[src/hdl/gcl_pkg.sv]
package gcl_pkg;

	// Width of every operand and result field on the stream ports
	localparam int FIELD_W = 64;

	typedef enum logic [2:0] {
		ST_IDLE,
		ST_GCD,
		ST_DIV,
		ST_MUL,
		ST_DONE
	} gcl_state_t;

	// Requests from the stream side to the engine
	typedef struct packed {
		logic start;
		logic ack;
	} gcl_ctrl_t;

	// Status from the engine to the stream side
	typedef struct packed {
		logic idle;
		logic done;
	} gcl_stat_t;

endpackage

[src/hdl/gcl_engine.sv]
module gcl_engine import gcl_pkg::*; #(
	parameter int WIDTH = 64
) (
	input  logic             clk,
	input  logic             arst_n,
	input  gcl_ctrl_t        ctrl,
	input  logic [WIDTH-1:0] operand_a,
	input  logic [WIDTH-1:0] operand_b,
	output gcl_stat_t        stat,
	output logic [WIDTH-1:0] divisor,
	output logic [WIDTH-1:0] multiple,
	output logic             multiple_overflow
);

	localparam int CW = $clog2(WIDTH);

	gcl_state_t state_q, state_d;

	logic [WIDTH-1:0] a_q, b_q, u_q, v_q, g_q, rem_q, quo_q, acc_q;
	logic [CW-1:0]    k_q, cnt_q;
	logic             ovf_q;

	// Shared adder / subtractor
	logic [WIDTH+1:0] add_x, add_y, add_res;
	logic             add_sub;

	logic [WIDTH:0] rem_sh;
	logic           q_bit, gcd_end, mul_ovf, last_bit, start_zero;

	assign add_res    = add_x + (add_sub ? ~add_y : add_y) + (WIDTH+2)'(add_sub);
	assign rem_sh     = {rem_q, quo_q[WIDTH-1]};
	assign q_bit      = !add_res[WIDTH+1];
	assign gcd_end    = (u_q == '0) || (v_q == '0);
	assign mul_ovf    = ovf_q || (add_res[WIDTH+1:WIDTH] != 2'b00);
	assign last_bit   = (cnt_q == '0);
	assign start_zero = (operand_a == '0) || (operand_b == '0);

	// Next state
	always_comb begin
		state_d = state_q;
		case (state_q)
			ST_IDLE: begin
				if (ctrl.start) state_d = start_zero ? ST_DONE : ST_GCD;
			end
			ST_GCD: begin
				if (gcd_end) state_d = ST_DIV;
			end
			ST_DIV: begin
				if (last_bit) state_d = ST_MUL;
			end
			ST_MUL: begin
				if (last_bit) state_d = ST_DONE;
			end
			ST_DONE: begin
				if (ctrl.ack) state_d = ST_IDLE;
			end
			default: state_d = ST_IDLE;
		endcase
	end

	// Adder operand selection and status
	always_comb begin
		add_x     = '0;
		add_y     = '0;
		add_sub   = 1'b0;
		stat.idle = (state_q == ST_IDLE);
		stat.done = (state_q == ST_DONE);
		case (state_q)
			ST_GCD: begin
				add_x   = {2'b00, u_q};
				add_y   = {2'b00, v_q};
				add_sub = 1'b1;
			end
			ST_DIV: begin
				add_x   = {1'b0, rem_sh};
				add_y   = {2'b00, g_q};
				add_sub = 1'b1;
			end
			ST_MUL: begin
				add_x   = {1'b0, acc_q, 1'b0};
				add_y   = quo_q[WIDTH-1] ? {2'b00, b_q} : '0;
				add_sub = 1'b0;
			end
			default: begin
				add_sub = 1'b0;
			end
		endcase
	end

	// Sequencer state
	always_ff @(posedge clk or negedge arst_n) begin
		if (!arst_n) begin
			state_q <= ST_IDLE;
		end else begin
			state_q <= state_d;
		end
	end

	// Datapath registers
	always_ff @(posedge clk) begin
		case (state_q)
			ST_IDLE: begin
				// Load operands; a zero operand leaves the final answer in place
				if (ctrl.start) begin
					a_q   <= operand_a;
					b_q   <= operand_b;
					u_q   <= operand_a;
					v_q   <= operand_b;
					k_q   <= '0;
					g_q   <= operand_a | operand_b;
					acc_q <= '0;
					ovf_q <= 1'b0;
				end
			end
			ST_GCD: begin
				// Binary Euclid: strip common twos, halve even values, subtract odd ones
				if (gcd_end) begin
					g_q   <= (u_q | v_q) << k_q;
					rem_q <= '0;
					quo_q <= a_q;
					cnt_q <= CW'(WIDTH-1);
				end else if (!u_q[0] && !v_q[0]) begin
					u_q <= u_q >> 1;
					v_q <= v_q >> 1;
					k_q <= k_q + 1'b1;
				end else if (!u_q[0]) begin
					u_q <= u_q >> 1;
				end else if (!v_q[0]) begin
					v_q <= v_q >> 1;
				end else if (add_res[WIDTH+1]) begin
					u_q <= v_q;
					v_q <= u_q;
				end else begin
					u_q <= add_res[WIDTH-1:0];
				end
			end
			ST_DIV: begin
				// Restoring division a / gcd, one quotient bit per cycle
				rem_q <= q_bit ? add_res[WIDTH-1:0] : rem_sh[WIDTH-1:0];
				quo_q <= {quo_q[WIDTH-2:0], q_bit};
				if (last_bit) begin
					cnt_q <= CW'(WIDTH-1);
					acc_q <= '0;
					ovf_q <= 1'b0;
				end else begin
					cnt_q <= cnt_q - 1'b1;
				end
			end
			ST_MUL: begin
				// Shift-add multiply quotient by b, MSB first; overflow is sticky
				acc_q <= add_res[WIDTH-1:0];
				ovf_q <= mul_ovf;
				quo_q <= {quo_q[WIDTH-2:0], 1'b0};
				cnt_q <= cnt_q - 1'b1;
			end
			default: begin
				acc_q <= acc_q;
			end
		endcase
	end

	assign divisor           = g_q;
	assign multiple          = ovf_q ? '1 : acc_q;
	assign multiple_overflow = ovf_q;

endmodule

[src/hdl/gcd_lcm_unit.sv]
// Sequence: load, a data-dependent binary Euclid phase, restoring division and
//   shift-add multiplication, then a hand-off of the result to the output register.
// Throughput: one item at a time; a new item is accepted only once the engine is
//   idle again. The Euclid, division and multiplication phases share the single adder.
// Reset: arst_n clears the sequencer and the output valid flag; data registers keep
//   whatever they held.
module gcd_lcm_unit import gcl_pkg::*; #(
	parameter int WIDTH = 64
) (
	input  logic                 clk,
	input  logic                 arst_n,
	input  logic                 s_axis_tvalid,
	output logic                 s_axis_tready,
	input  logic [2*FIELD_W-1:0] s_axis_tdata,  // operand_a, operand_b
	output logic                 m_axis_tvalid,
	input  logic                 m_axis_tready,
	output logic [2*FIELD_W-1:0] m_axis_tdata,  // divisor, multiple
	output logic                 m_axis_tuser   // multiple_overflow
);

	gcl_ctrl_t        ctrl;
	gcl_stat_t        stat;
	logic [WIDTH-1:0] eng_divisor, eng_multiple;
	logic             eng_ovf;

	logic [2*FIELD_W-1:0] out_data_q;
	logic                 out_ovf_q;
	logic                 out_valid_q;

	// Start on an input transfer; release the engine once the output slot frees
	assign s_axis_tready = stat.idle;
	assign ctrl.start    = s_axis_tvalid && s_axis_tready;
	assign ctrl.ack      = stat.done && (!out_valid_q || m_axis_tready);

	gcl_engine #(
		.WIDTH(WIDTH)
	) u_engine (
		.clk              (clk),
		.arst_n           (arst_n),
		.ctrl             (ctrl),
		.operand_a        (s_axis_tdata[WIDTH-1:0]),
		.operand_b        (s_axis_tdata[FIELD_W +: WIDTH]),
		.stat             (stat),
		.divisor          (eng_divisor),
		.multiple         (eng_multiple),
		.multiple_overflow(eng_ovf)
	);

	// Output valid flag
	always_ff @(posedge clk or negedge arst_n) begin
		if (!arst_n) begin
			out_valid_q <= 1'b0;
		end else if (ctrl.ack) begin
			out_valid_q <= 1'b1;
		end else if (m_axis_tready) begin
			out_valid_q <= 1'b0;
		end
	end

	// Output payload register
	always_ff @(posedge clk) begin
		if (ctrl.ack) begin
			out_data_q <= {FIELD_W'(eng_multiple), FIELD_W'(eng_divisor)};
			out_ovf_q  <= eng_ovf;
		end
	end

	assign m_axis_tvalid = out_valid_q;
	assign m_axis_tdata  = out_data_q;
	assign m_axis_tuser  = out_ovf_q;

endmodule

[config.mk]
export PLATFORM = sky130hd
export DESIGN_NAME = gcd_lcm_unit
export DESIGN_NICKNAME = d
export VERILOG_FILES = /design/src/hdl/gcl_pkg.sv /design/src/hdl/gcl_engine.sv /design/src/hdl/gcd_lcm_unit.sv
export SDC_FILE = /design/constraint.sdc
export NUM_CORES = 2
export LEC_CHECK = 0
export ABC_AREA = 1
export BUFFER_PORTS_ARGS = -buffer_cell sky130_fd_sc_hd__clkbuf_2
export CAP_MARGIN = 40
export CORE_ASPECT_RATIO = 0.8
export CORE_MARGIN = 5
export CORE_UTILIZATION = 50
export CTS_BUF_LIST = sky130_fd_sc_hd__clkbuf_16
export DETAILED_ROUTE_END_ITERATION = 10
export MAX_ROUTING_LAYER = met4
export PLACE_DENSITY = 0.79
export SYNTH_ARGS = -nofsm -noshare
export SYNTH_HDL_FRONTEND = slang
export SYNTH_SLANG_ARGS = --single-unit
[constraint.sdc]
create_clock -name clk -period 14.8 [get_ports clk]
set_clock_uncertainty 0.2 [all_clocks]
set_input_delay 0 -clock clk [delete_from_list [all_inputs] [get_ports clk]]
set_output_delay 0 -clock clk [all_outputs]
set_load 0.03 [all_outputs]
==> reports/results.tsv <==
metric	value	unit
status	completed	
crit path max fanout	66	
Detail Placement HPWL	122000	µm
total die area	81200	µm²
Cell Rows	90	
Finish-stage setup viols	0	
Root Buffer Master	clkbuf_16	
Hold Slack	0.0346	ns
Die Y	256	µm
Slew @ Worst Pin	0.991	ns
CP bufs+invs	6	
fin crit share	0.529	
Synth Cell Area	37800	µm²
first-pass GRT wire length	236000	µm
CTS clock-pin slew for the worst setup and hold paths	0.07	ns
fin nets	5007	
CTS Buf Count	69	
Initial Utilization	0.503	
met3 wire length	17300	µm
critical path launch point type	flop	
Crit path top cell by count	nand2_1	
Worst Setup Path Type	flop to flop	
Synth Instances	4405	
DR top layer	met4	
core area	75100	µm²
RSZ-0062 raised after global routing	false	
Layout fillers	6722	
DRC Markers	0	
Rel. slew slack	0.339	
Avg Synthesized Cell Area	8.58	µm²
metal2 WL	71900	µm
Async SR Flop Fraction	0.00608	
gp weighted congestion	1.04	
Critical Path Max Stage Delay	0.73	ns
count of different cell masters after synthesis	52	
Post-Route WL	165000	µm
met1 WL	63300	µm
synth warn	0	
maximum buffer depth of the clock tree	3	
Synth Net Count	4605	
all-layer global routing usage	0.408	
CTS tree	done	
Post-Place Worst Slack	7.14	ns
CP Capture Type	flop	
Port Buf Inserts	262	
number of flops mapped to enable cells by yosys	654	
Max Freq	0.128	GHz
ANT nets after route	0	
post-route setup TNS	0	ns
drt first-iter violations	5425	
H-tree Lvls	3	
Die Wd	317	µm
delay-heaviest family, CP	simple AND/OR/NAND/NOR gates	
DRT Pass-1 Iters	8	
antenna violations before repair	9	
Period minus WS final	7.83	ns
Critical Path RT	14.99	ns
Crit-path slowest cell	buf_4	
area grow syn2layout	19.2	%
vias in the first global route	34400	
CP Data Arrival Time	8.02	ns
worst setup margin	6.97	ns
via count	36300	
maxcap violations	0	
Main synth FF type	edfxtp_1	
post-synthesis sequential area ratio	0.522	
HP Class	primary input to flop	
Seq cells post-synth	658	
Clock Sinks	658	
clk_lat worst skew	0.66	ns
Vias per Instance	6.17	
share of layout cells above drive strength 1	0.0988	
Slew Limit Fails	0	
wire per inst	28.1	µm
Overflow after GRT	0	
I/O pin count	263	
Fin. Hold Viols	0	
largest net degree at the start of global routing	157	
## state kept, by name, summed over array words and instances, names as in the netlist, 3 cells and up
signal            flops
m_axis_tdata        128
u_engine.a_q         64
u_engine.acc_q       64
u_engine.b_q         64
u_engine.divisor     64
u_engine.quo_q       64
u_engine.rem_q       64
u_engine.u_q         64
u_engine.v_q         64
u_engine.cnt_q        6
u_engine.k_q          6
u_engine.state_q      3
## final timing paths
| check | endpoint | cells after the start | startpoint | slack, ns |
|---|---|---|---|---|
| setup / recovery | u_engine.multiple_overflow | 25 | u_engine.state_q[0] | 6.97 |
| hold / removal | u_engine.b_q[21] | 2 | s_axis_tdata[85] | 0.03 |
| setup reg to reg | u_engine.multiple_overflow | 25 | u_engine.state_q[0] | 6.97 |
| hold reg to reg | m_axis_tdata[45] | 0 | u_engine.divisor[45] | 0.28 |
| max in group asynchronous | u_engine.state_q[2] | 3 | arst_n | 14.14 |
| min in group asynchronous | u_engine.state_q[0] | 3 | arst_n | 0.08 |
## cell type report
cell class	count	area (µm²)	area share
diodes	4	10.0	0.000222
clock buffers	70	1750	0.0389
clock inverters	54	656	0.0146
inverters	442	1670	0.0370
multi-input cells	3074	15500	0.345
flip-flops and latches	658	19700	0.438
well taps	1012	1270	0.0281
repair buffers	562	4440	0.0985
## what timing repair did
action,4_1_cts,5_1_grt
hold endpoints to repair,377,0
resized for setup,0,0
hold buffers,245,0
endpoints found under the setup margin,0,0
buffers inserted,0,0
## worst reg2reg max path, delay by kind of cell, from the launching register on
family | cells | cell delay [ns]
and+or+nand+nor | 15 | 3.16
buffers and inverters | 6 | 2.45
AOI/OAI and AO/OA | 3 | 0.93
DFF | 1 | 0.49
adders and majority gates | 1 | 0.34
## cell usage after synthesis, types with 4 or more instances
| cell | n | area (µm²) |
|---|---|---|
| o21ai_0 | 447 | 2240 |
| o21a_1 | 20 | 150 |
| nor2_1 | 407 | 1530 |
| nor3_1 | 24 | 120 |
| nor4_1 | 48 | 300 |
| buf_6 | 11 | 124 |
| buf_1 | 34 | 128 |
| mux2i_1 | 30 | 300 |
| o2111ai_1 | 9 | 78.8 |
| o22ai_1 | 118 | 738 |
| a221oi_1 | 26 | 228 |
| or2_2 | 14 | 87.6 |
| a21boi_0 | 4 | 30.0 |
| nand2_1 | 1204 | 4520 |
| o311ai_0 | 4 | 35.0 |
| xor2_1 | 31 | 272 |
| a31oi_1 | 16 | 100 |
| buf_2 | 12 | 60.1 |
| edfxtp_1 | 654 | 19600 |
| clkbuf_1 | 172 | 646 |
| a211oi_1 | 7 | 52.6 |
| xnor2_1 | 22 | 193 |
| nand4_1 | 37 | 231 |
| o221ai_1 | 10 | 87.6 |
| nand3_1 | 132 | 661 |
| inv_1 | 429 | 1610 |
| a22oi_1 | 28 | 210 |
| o211ai_2 | 7 | 87.6 |
| dfrtp_1 | 4 | 100 |
| inv_2 | 9 | 33.8 |
| a21o_1 | 16 | 120 |
| nand2_2 | 4 | 25.0 |
| o211ai_1 | 126 | 946 |
| o21bai_1 | 36 | 270 |
| ha_1 | 67 | 838 |
| a21oi_1 | 159 | 796 |
| clkinv_1 | 4 | 15.0 |
## cells by family after synthesis
| family | after synthesis | share of synthesized area |
|---|---|---|
| DFF | 658 | 0.522 |
| muxes | 30 | 0.00795 |
| xor gates and xnor gates | 53 | 0.0123 |
| buffers and inverters | 673 | 0.0696 |
| and+or+nand+nor | 1885 | 0.201 |
| AOI/OAI and AO/OA | 1038 | 0.164 |
| adders and majority gates | 68 | 0.0227 |
## through the flow
step	utilization	area, µm²	std cells
floorplan	-	37800	4405
global placement	0.530	39800	5487
detailed placement	0.535	40200	5503
CTS	0.600	45000	5872
global route	0.600	45000	5876
finish	0.600	45000	5876
## routing by layer
| layer | global-route usage | vias up |
|---|---|---|
| li1 | - | 16100 |
| met1 | 0.529 | 17100 |
| met2 | 0.602 | 2545 |
| met3 | 0.0788 | 512 |
| met4 | 0.229 | 0 |
| met5 | - | - |
## layout by cell type, fill, tap and decap left out, drive strengths merged, types with 4 or more instances in the layout
cell type,Yosys,final
xor2,31,31
o21bai,36,36
inv,438,453
buf,59,54
a31oi,16,16
nand4,37,37
a21boi,5,5
clkbuf,172,332
o22ai,118,118
o2111ai,9,9
a221oi,26,26
or2,15,15
nor4,48,48
edfxtp,654,654
a21o,16,16
bufinv,0,13
ha,67,67
dlygate4sd3,0,245
o211ai,133,133
a21oi,159,159
o21a,20,20
nor3,24,24
o21ai,448,448
dfrtp,4,4
xnor2,22,22
mux2i,30,30
diode,0,4
o221ai,10,10
nand2,1209,1209
nor2,411,411
a22oi,28,28
a211oi,7,7
clkinv,4,28
o311ai,5,5
nand3,133,133
Power is not shown: default switching activity piles up to over one toggle a cycle in this logic, so the estimate is an artifact.
